### src/hth_pkg.sv
// Package: shared types, codes and constants for the host table with aging.
`timescale 1ns / 1ps
package hth_pkg;

   localparam int TABLE_ENTRIES_DEF = 32;

   // Result kinds
   localparam logic [1:0] KIND_CREATED = 2'd0;
   localparam logic [1:0] KIND_DELETED = 2'd1;
   localparam logic [1:0] KIND_PASSED  = 2'd2;
   localparam logic [1:0] KIND_FULL    = 2'd3;

   // Register indexes
   localparam logic [2:0] CSR_OWN_ADDRESS    = 3'd0;
   localparam logic [2:0] CSR_LAN_MASK       = 3'd1;
   localparam logic [2:0] CSR_CATEGORY       = 3'd2;
   localparam logic [2:0] CSR_TIMEOUT        = 3'd3;
   localparam logic [2:0] CSR_CHECK_INTERVAL = 3'd4;

   // Category codes
   localparam logic [1:0] CAT_LAN = 2'd0;
   localparam logic [1:0] CAT_WAN = 2'd1;

   typedef struct packed {
      logic        cmd;
      logic [31:0] timestamp;
      logic        has_ethernet;
      logic        has_ipv4;
      logic [31:0] dest_address;
   } req_type;

   typedef struct packed {
      logic [1:0]  kind;
      logic [31:0] host_address;
      logic [31:0] first_seen;
      logic [31:0] last_seen;
      logic        last;
   } rsp_type;

   // One table entry as held in a cell
   typedef struct packed {
      logic        mark;
      logic        valid;
      logic [31:0] addr;
      logic [31:0] first;
      logic [31:0] last;
   } cell_type;

   typedef enum logic [2:0] {
      OP_HOLD,
      OP_MARK_ALL,
      OP_MARK_AGE,
      OP_DELETE,
      OP_INSERT,
      OP_REFRESH
   } cell_op_type;

   // Broadcast control to every cell
   typedef struct packed {
      cell_op_type op;
      logic [31:0] dst;
      logic [31:0] ts;
      logic [31:0] timeout;
   } cell_ctl_type;

   typedef enum logic [2:0] {
      ST_IDLE,
      ST_MARK,
      ST_DELETE,
      ST_UPDATE,
      ST_PASS
   } state_type;

endpackage

### src/hth_cell.sv
// Module: one cell of the sorted host chain, holding a single entry.
`timescale 1ns / 1ps
module hth_cell (
   input  logic                  clock,
   input  logic                  reset,
   input  hth_pkg::cell_ctl_type ctl,
   input  hth_pkg::cell_type     left_cell,
   input  hth_pkg::cell_type     right_cell,
   input  logic                  gt_in,
   input  logic                  shift_in,
   output hth_pkg::cell_type     entry_out,
   output logic                  gt_out,
   output logic                  shift_out,
   output logic                  hit,
   output logic                  first_mark
);
   import hth_pkg::*;

   cell_type cell_ff;
   cell_type cell_in;
   logic [31:0] idle_time;

   assign entry_out  = cell_ff;
   // Free cells sort after every address, so the chain stays packed
   assign gt_out     = !cell_ff.valid || (cell_ff.addr > ctl.dst);
   assign hit        = cell_ff.valid && (cell_ff.addr == ctl.dst);
   assign shift_out  = shift_in | cell_ff.mark;
   assign first_mark = cell_ff.mark & !shift_in;
   assign idle_time  = ctl.ts - cell_ff.last;

   // Next entry for each broadcast operation
   always_comb begin
      cell_in = cell_ff;
      case (ctl.op)
         OP_MARK_ALL: cell_in.mark = cell_ff.valid;
         OP_MARK_AGE: cell_in.mark = cell_ff.valid && (idle_time >= ctl.timeout);
         OP_DELETE: begin
            if (shift_out) cell_in = right_cell;
         end
         OP_INSERT: begin
            if (gt_out) begin
               if (gt_in) begin
                  cell_in = left_cell;
               end else begin
                  cell_in = '{mark: 1'b0, valid: 1'b1, addr: ctl.dst,
                              first: ctl.ts, last: ctl.ts};
               end
            end
         end
         OP_REFRESH: begin
            if (hit) cell_in.last = ctl.ts;
         end
         default: cell_in = cell_ff;
      endcase
   end

   // Hold the entry; clear valid and mark on reset
   always_ff @(posedge clock) begin
      if (reset) begin
         cell_ff.valid <= 1'b0;
         cell_ff.mark  <= 1'b0;
      end else begin
         cell_ff <= cell_in;
      end
   end

endmodule

### config.mk
export PLATFORM = sky130hd
export DESIGN_NAME = hth_cell
export DESIGN_NICKNAME = d
export VERILOG_FILES = /design/src/hth_pkg.sv /design/src/hth_cell.sv
export SDC_FILE = /design/constraint.sdc
export NUM_CORES = 1
export LEC_CHECK = 0
export ABC_AREA = 1
export BUFFER_PORTS_ARGS = -buffer_cell sky130_fd_sc_hd__buf_2
export CAP_MARGIN = 10
export CORE_AREA = 2 2 174 176
export CTS_BUF_LIST = sky130_fd_sc_hd__clkbuf_4
export CTS_CLUSTER_DIAMETER = 60
export DETAILED_ROUTE_END_ITERATION = 7
export DIE_AREA = 0 0 176 178
export GPL_TIMING_DRIVEN = 1
export PLACE_DENSITY_LB_ADDON = 0.1
export SYNTH_ARGS = -nofsm -noshare
export SYNTH_HDL_FRONTEND = slang
export SYNTH_SLANG_ARGS = --single-unit
### constraint.sdc
create_clock -name clock -period 5.8 [get_ports clock]
set_input_delay 0 -clock clock [delete_from_list [all_inputs] [get_ports clock]]
set_output_delay 0 -clock clock [all_outputs]
set_load 0.03 [all_outputs]
==> results of run 1 <==
[cell usage in the layout (no fill, tap or decap), drive strengths merged, types with 4 or more instances in the layout]
master	count
a21o	10
a21oi	91
a221o	32
a31oi	70
buf	406
clkbuf	9
clkinv	5
diode	6
dlygate4sd3	196
edfxtp	96
ha	95
inv	158
nand2	305
nand3	25
nand4	13
nor2	125
nor3	8
o21ai	23
o21bai	4
xnor2	9
xor2	21
[path summary, 6_finish.rpt]
kind | end | slack [ns] | cells past startpoint
worst max-delay path | entry_out[97]$_SDFFE_PP0P_ | 1.73 | 22
worst min-delay path | entry_out[96]$_SDFFE_PP0P_ | 0.08 | 8
worst min register to register | entry_out[96]$_SDFFE_PP0P_ | 0.62 | 2
worst max register to register | entry_out[97]$_SDFFE_PP0P_ | 1.73 | 22
[tightest hold or removal path, stage by stage]
cell and delay, ns:
sky130_fd_sc_hd__buf_2 0.11, sky130_fd_sc_hd__nor2_1 0.05, sky130_fd_sc_hd__inv_1 0.06, sky130_fd_sc_hd__nand2_1 0.05, sky130_fd_sc_hd__nand2_1 0.08, sky130_fd_sc_hd__nand2_1 0.06
sky130_fd_sc_hd__nand2_1 0.06, sky130_fd_sc_hd__a21oi_1 0.06
[power by group]
| part | total [W] | internal [W] | switching (W) |
|---|---|---|---|
| sequential | 0.000825 | 0.000813 | 0.0000115 |
| combinational | 0.000840 | 0.000380 | 0.000460 |
| clock | 0.000379 | 0.0000963 | 0.000283 |
[cells by family (layout without fill, tap and decap cells)]
logic type / Yosys count / after routing
AOI/OAI and AO/OA: 238 / 238
xor gates and xnor gates: 30 / 30
and+or+nand+nor: 481 / 481
buffers and inverters: 197 / 774
other: 0 / 6
DFF: 98 / 98
adders and majority gates: 96 / 96
[cell type report]
class,instances,area share
multi-input combinational,845,0.382
timing repair buffer,602,0.304
sequential,98,0.222
inverter,156,0.0444
tap,390,0.0370
clock buffer,9,0.00512
clock inverter,7,0.00465
antenna,6,0.00114
[what timing repair did]
action / CTS / global route
hold buffers: 196 / 0
endpoints found under the hold margin: 98 / 0
gates resized for setup: 0 / 0
[layer usage]
metal	track usage	up-vias
met5	0	-
met4	0.0854	2
met3	0.0539	54
met2	0.413	383
met1	0.266	4551
li1	-	5033
[metrics by stage]
step           std cells  cell area (um2)  total power (W)  setup slack [ns]   util
3_5_place_dp        1895            11100          0.00155              2.27  0.377
6_report            2113            13200          0.00204              1.73  0.449
2_1_floorplan       1140             8710          0.00128             0.977      -
5_1_grt             2111            13200          0.00218              1.34  0.448
4_1_cts             2107            13200          0.00206              1.71  0.448
3_3_place_gp        1895            11100          0.00155              2.30  0.377
==> results.json, run 1 <==
{
  "run_status": "finished clean",
  "post-route-drc-count": 0,
  "post_synthesis_area_per_instance_um2": 7.64,
  "clock_insertion_delay_worst_skew_ns": 0.48,
  "synthTopCellsByArea": "sky130_fd_sc_hd__edfxtp_1 33%, sky130_fd_sc_hd__ha_1 14%, sky130_fd_sc_hd__nand2_1 13%",
  "synthArstFlopShare": 0,
  "die_w_um": 176,
  "postSynthCellCount": 1140,
  "design.core.area_um2": 29400,
  "dieHeight_um": 178,
  "fill_cells": 3084,
  "viasPerCell": 4.74,
  "holdCritStartpoint": "shift_in",
  "worstPathArrival_ns": 4.50,
  "timing.critical_path.slowest_cell_delay_ns": 0.55,
  "vias": 10000,
  "simple_gate_share_of_the_synthesized_area": 0.224,
  "crit_path_cell_trace": "ha_1, inv_1, fa_1, nand3_1, nand2_1, a21boi_4, o21ai_2, nand4_1, nand2_1, xor2_1, ha_1, nand2_1, nor2_1, nand4_1, nor2_1, nand4_1, nand3_1, nand2_1, nand3_1, nand2_1, a21oi_1, dlygate4sd3_1",
  "post_synth_xor_area_fraction": 0.0302,
  "grt_setup_unrepaired": "false",
  "crit_buf_inv": 2,
  "muxShareOfSynthArea": 0,
  "seq_area_frac_synth": 0.335,
  "clock_tree.htree_level_count": 3,
  "global_route_wire_length_before_repair_um": 54600,
  "crit_fanout": 4,
  "worst_clock_skew_ns": 0.0402,
  "num-nets-final": 2107,
  "worst_ir_drop_vdd_mv": 0.114,
  "timing_max_transition_violations_final": 0,
  "cts.clk_slew.worst_paths_ns": 0.19,
  "multiInputGateArea_um2": 5040,
  "timing.critical_path.to_type": "flip-flop",
  "largest_reg_flops": 98,
  "finalSetupViolCount": 0,
  "antenna_violating_nets_post_route": 0,
  "critPathMostFrequentCell": "sky130_fd_sc_hd__nand2_1",
  "first_global_vias": 9870,
  "drt_pre_antenna_iters": 5,
  "delay_heaviest_family_cp": "simple AND/OR/NAND/NOR gates",
  "setup.worst_path.class": "flip-flop to flip-flop",
  "globalRouteOverflowTotal": 0,
  "synth_compound_area_frac": 0.182,
  "ioPinCount": 401,
  "tritoncts": "done",
  "yosysTopAreaCellShare": 0.331,
  "ys_types": 46,
  "number_of_buffers_inserted_during_clock_tree_synthesis": 9,
  "critical_register_to_register_path_startpoint": "entry_out[0]$_DFFE_PP_",
  "met2RoutedLength_um": 18300,
  "cp.required_ns": 6.23,
  "final.min_clock_period_ns": 4.07,
  "cts.sink_count": 98,
  "synth_common_cells": "300 x sky130_fd_sc_hd__nand2_1, 149 x sky130_fd_sc_hd__inv_1, 123 x sky130_fd_sc_hd__nor2_1",
  "synth_edf_count": 96,
  "grt_antenna_before_repair": 6,
  "wirelength_um": 37200,
  "sequential_cell_area_um2": 2920,
  "hpwl_um": 29300,
  "syn_area_um2": 8710,
  "start_util": 0.296,
  "final.hold.worst_slack_ns": 0.0848,
  "worst-slew-pin-transition_ns": 0.987,
  "maxClockFrequency_mhz": 245,
  "timing.setup.tns_ns": 0,
  "postSynthRegisterBits": 98,
  "max-slew-margin-rel": 0.340,
  "grt_max_degree": 89,
  "netlist.top_cell.by_area": "sky130_fd_sc_hd__edfxtp_1",
  "yosysWarningCount": 0,
  "synth.most_common_cell": "sky130_fd_sc_hd__nand2_1",
  "number_of_buffers_on_the_longest_clock_path": 2,
  "hold_violations": 0,
  "drtIter0Drc": 523,
  "number_of_input_and_output_port_buffers_inserted": 400,
  "synth_adder_area_share": 0.139,
  "postSynthNetCount": 1535,
  "drive_above_1_share": 0.269,
  "synth_top_family_by_area": "simple AND/OR/NAND/NOR gates",
  "worst_path_max_delay_cell": "sky130_fd_sc_hd__dlygate4sd3_1",
  "maxCapViolCount": 0,
  "setup.worst_path.start_class": "flip-flop",
  "dieArea_um2": 31300,
  "period_share": 0.702,
  "rows": 63,
  "dr_wl_met3_um": 2640,
  "dr.max_layer_used": "met5",
  "place.gp.congestion": 0.920,
  "power.static_leakage_nw": 6.49,
  "post-cts-setup-buffers": 0,
  "cts-root-buf": "sky130_fd_sc_hd__clkbuf_4",
  "min-delay-path-class": "primary input to flip-flop",
  "worstSetupStartpoint": "entry_out[0]$_DFFE_PP_",
  "synth_top_flop_cell": "sky130_fd_sc_hd__edfxtp_1",
  "power_per_cell_area_nw_per_um2": 155,
  "layout-area-overhead-vs-synth_pct": 51.4,
  "globalRouteTotalUtil": 0.230,
  "met1Wirelength_um": 15000,
  "avgRoutedWirePerCell_um": 17.6
}
Note: power is estimated with default switching activity, not from simulation.
==> run 2: changes to the inputs <==
==> constraint.sdc (replaced) <==
create_clock -name clock -period 4.2 [get_ports clock]
set_input_delay 0 -clock clock [delete_from_list [all_inputs] [get_ports clock]]
set_output_delay 0 -clock clock [all_outputs]
set_load 0.03 [all_outputs]
==> run 2 against run 1 <==
Sequential share of layout area shrank 0.21 points. First-iteration DRC count up 27%. Worst hold slack got worse by 0.032 ns. Non-clock buffer count increased by 6. Final cell count grew 0.19%. Setup slack lost 1.4 ns. Clock skew down 0.010 ns. Fmax is 5.1% higher. Utilization increased by 0.43 points. Die area stayed put. Power grew 40%. Critical path depth is 1 lower. Highest routed layer unchanged.
==> results.json, run 2 (synthesized netlist as in run 1, its figures left out) <==
{
  "run_status": "finished clean",
  "r2r.worst_path.cells": 21,
  "antenna_violating_nets_post_route": 0,
  "max-slew-margin-rel": 0.294,
  "power.total_w": 0.00287,
  "period_share": 0.923,
  "hold_violations": 0,
  "crit_fanout": 6,
  "num-nets-final": 2113,
  "grt_antenna_before_repair": 4,
  "globalRouteOverflowTotal": 0,
  "avgRoutedWirePerCell_um": 17.8,
  "first_global_vias": 9833,
  "number_of_input_and_output_port_buffers_inserted": 400,
  "sequential_cell_area_um2": 2920,
  "final.min_clock_period_ns": 3.88,
  "drive_above_1_share": 0.280,
  "critPathMostFrequentCell": "sky130_fd_sc_hd__nand2_1",
  "dieHeight_um": 178,
  "maxCapViolCount": 0,
  "wirelength_um": 37800,
  "place.gp.congestion": 0.878,
  "worst-slew-pin-transition_ns": 1.06,
  "setup.worst_path.start_class": "flip-flop",
  "cp.required_ns": 4.64,
  "clock_insertion_delay_worst_skew_ns": 0.50,
  "ioPinCount": 401,
  "rows": 63,
  "min_path_cells": 8,
  "design.core.area_um2": 29400,
  "vias": 10100,
  "dieArea_um2": 31300,
  "fill_cells": 3087,
  "maxClockFrequency_mhz": 258,
  "layout-area-overhead-vs-synth_pct": 52.8,
  "setup.worst_path.class": "flip-flop to flip-flop",
  "power_per_cell_area_nw_per_um2": 215,
  "finalSetupViolCount": 0,
  "layout_common_cells": "399 x sky130_fd_sc_hd__buf_2, 298 x sky130_fd_sc_hd__nand2_1, 196 x sky130_fd_sc_hd__dlygate4sd3_1",
  "cts.sink_count": 98,
  "multiInputGateArea_um2": 5110,
  "drtIter0Drc": 663,
  "globalRouteTotalUtil": 0.232,
  "die_w_um": 176,
  "timing.critical_path.slowest_cell_delay_ns": 0.55,
  "worst_path_max_delay_cell": "sky130_fd_sc_hd__dlygate4sd3_1",
  "mostFrequentLayoutCell": "sky130_fd_sc_hd__buf_2",
  "cts.clk_slew.worst_paths_ns": 0.18,
  "largest_reg_flops": 98,
  "number_of_buffers_on_the_longest_clock_path": 2,
  "min-delay-path-class": "primary input to flip-flop",
  "power.static_leakage_nw": 6.53,
  "timing_max_transition_violations_final": 0,
  "worst_ir_drop_vdd_mv": 0.155,
  "worst_clock_skew_ns": 0.0301,
  "hpwl_um": 29400,
  "tritoncts": "done",
  "post-route-drc-count": 0,
  "timing.setup.tns_ns": 0,
  "grt_max_degree": 96,
  "drt_pre_antenna_iters": 5,
  "number_of_buffers_inserted_during_clock_tree_synthesis": 9,
  "crit_path_cell_trace": "inv_1, ha_1, a21o_1, a21oi_1, and2_1, o21ai_2, a21boi_2, o21ai_2, xor2_1, ha_1, nand2_1, nor2_2, nand4_1, nor2_2, nand4_1, nand3_2, nand2_1, nand3_1, nand2_1, a21oi_1, dlygate4sd3_1",
  "global_route_wire_length_before_repair_um": 55200,
  "clock_tree.htree_level_count": 3,
  "cts-root-buf": "sky130_fd_sc_hd__clkbuf_4",
  "worstPathArrival_ns": 4.32,
  "start_util": 0.296,
  "viasPerCell": 4.78,
  "timing.critical_path.to_type": "flip-flop"
}
[run 2: cell count changes in the layout (fill, tap and decap cells not counted), moves of 3 or more]
| cell | change |
|---|---|
| sky130_fd_sc_hd__nor2_2 | +4 |
| sky130_fd_sc_hd__nor2_1 | -4 |
| sky130_fd_sc_hd__a21oi_1 | -3 |
| sky130_fd_sc_hd__buf_4 | +5 |
[run 2: layer usage]
metal | track usage | part of all wire | up-vias
met5 | 0 | 0.00026 | -
met2 | 0.429 | 0.50 | 394
met4 | 0.0561 | 0.020 | 2
met3 | 0.0507 | 0.070 | 35
met1 | 0.273 | 0.41 | 4633
li1 | - | - | 5053
[run 2: what timing repair did]
item | 4_1_cts | 5_1_grt
setup buffers | 0 | 6
setup endpoints to repair | 0 | 1
hold endpoints to repair | 98 | 0
resized for setup | 0 | 17
hold buffers | 196 | 0
[run 2: path summary, 6_finish.rpt]
check                             start  slack, ns                    endpoint
max             entry_out[11]$_DFFE_PP_       0.32  entry_out[97]$_SDFFE_PP0P_
min                            shift_in       0.05  entry_out[96]$_SDFFE_PP0P_
max reg2reg     entry_out[11]$_DFFE_PP_       0.32  entry_out[97]$_SDFFE_PP0P_
min reg2reg  entry_out[96]$_SDFFE_PP0P_       0.58  entry_out[96]$_SDFFE_PP0P_
[run 2: final cells by class]
cell class | count | area share
multi-input combinational | 845 | 0.384
timing repair buffer | 608 | 0.306
sequential | 98 | 0.219
inverter | 156 | 0.0440
tap | 390 | 0.0366
clock buffer | 10 | 0.00564
clock inverter | 6 | 0.00432
antenna | 4 | 0.000752
[run 2: power by group]
| part | internal, W | switching (W) |
|---|---|---|
| Combinational | 0.000537 | 0.000647 |
| Sequential | 0.00112 | 0.0000159 |
| Clock | 0.000143 | 0.000404 |
| Total | 0.00180 | 0.00107 |
[run 2: worst max-delay path, delay by kind of cell (launching register included)]
| kind | cells | cell delay [ns] |
|---|---|---|
| AO/OA/AOI/OAI | 6 | 1.00 |
| XOR/XNOR | 1 | 0.15 |
| adder cells (fa/ha/maj) | 2 | 0.64 |
| AND/OR/NAND/NOR | 10 | 1.08 |
| buffers and inverters | 2 | 0.60 |
| flip-flops | 1 | 0.38 |
[run 2: metrics by stage]
stage                     instance area [um2]  utilization  std cells  setup slack [ns]  hold slack, ns
after global routing                    13300        0.453       2116          -0.00980          0.0644
final                                   13300        0.453       2117             0.323          0.0528
after CTS                               13200        0.449       2107             0.185         0.00487
after global placement                  11100        0.377       1895             0.846           0.198
after detailed placement                11100        0.377       1895             0.785           0.197
after floorplan                          8720            -       1140             0.442          0.0691
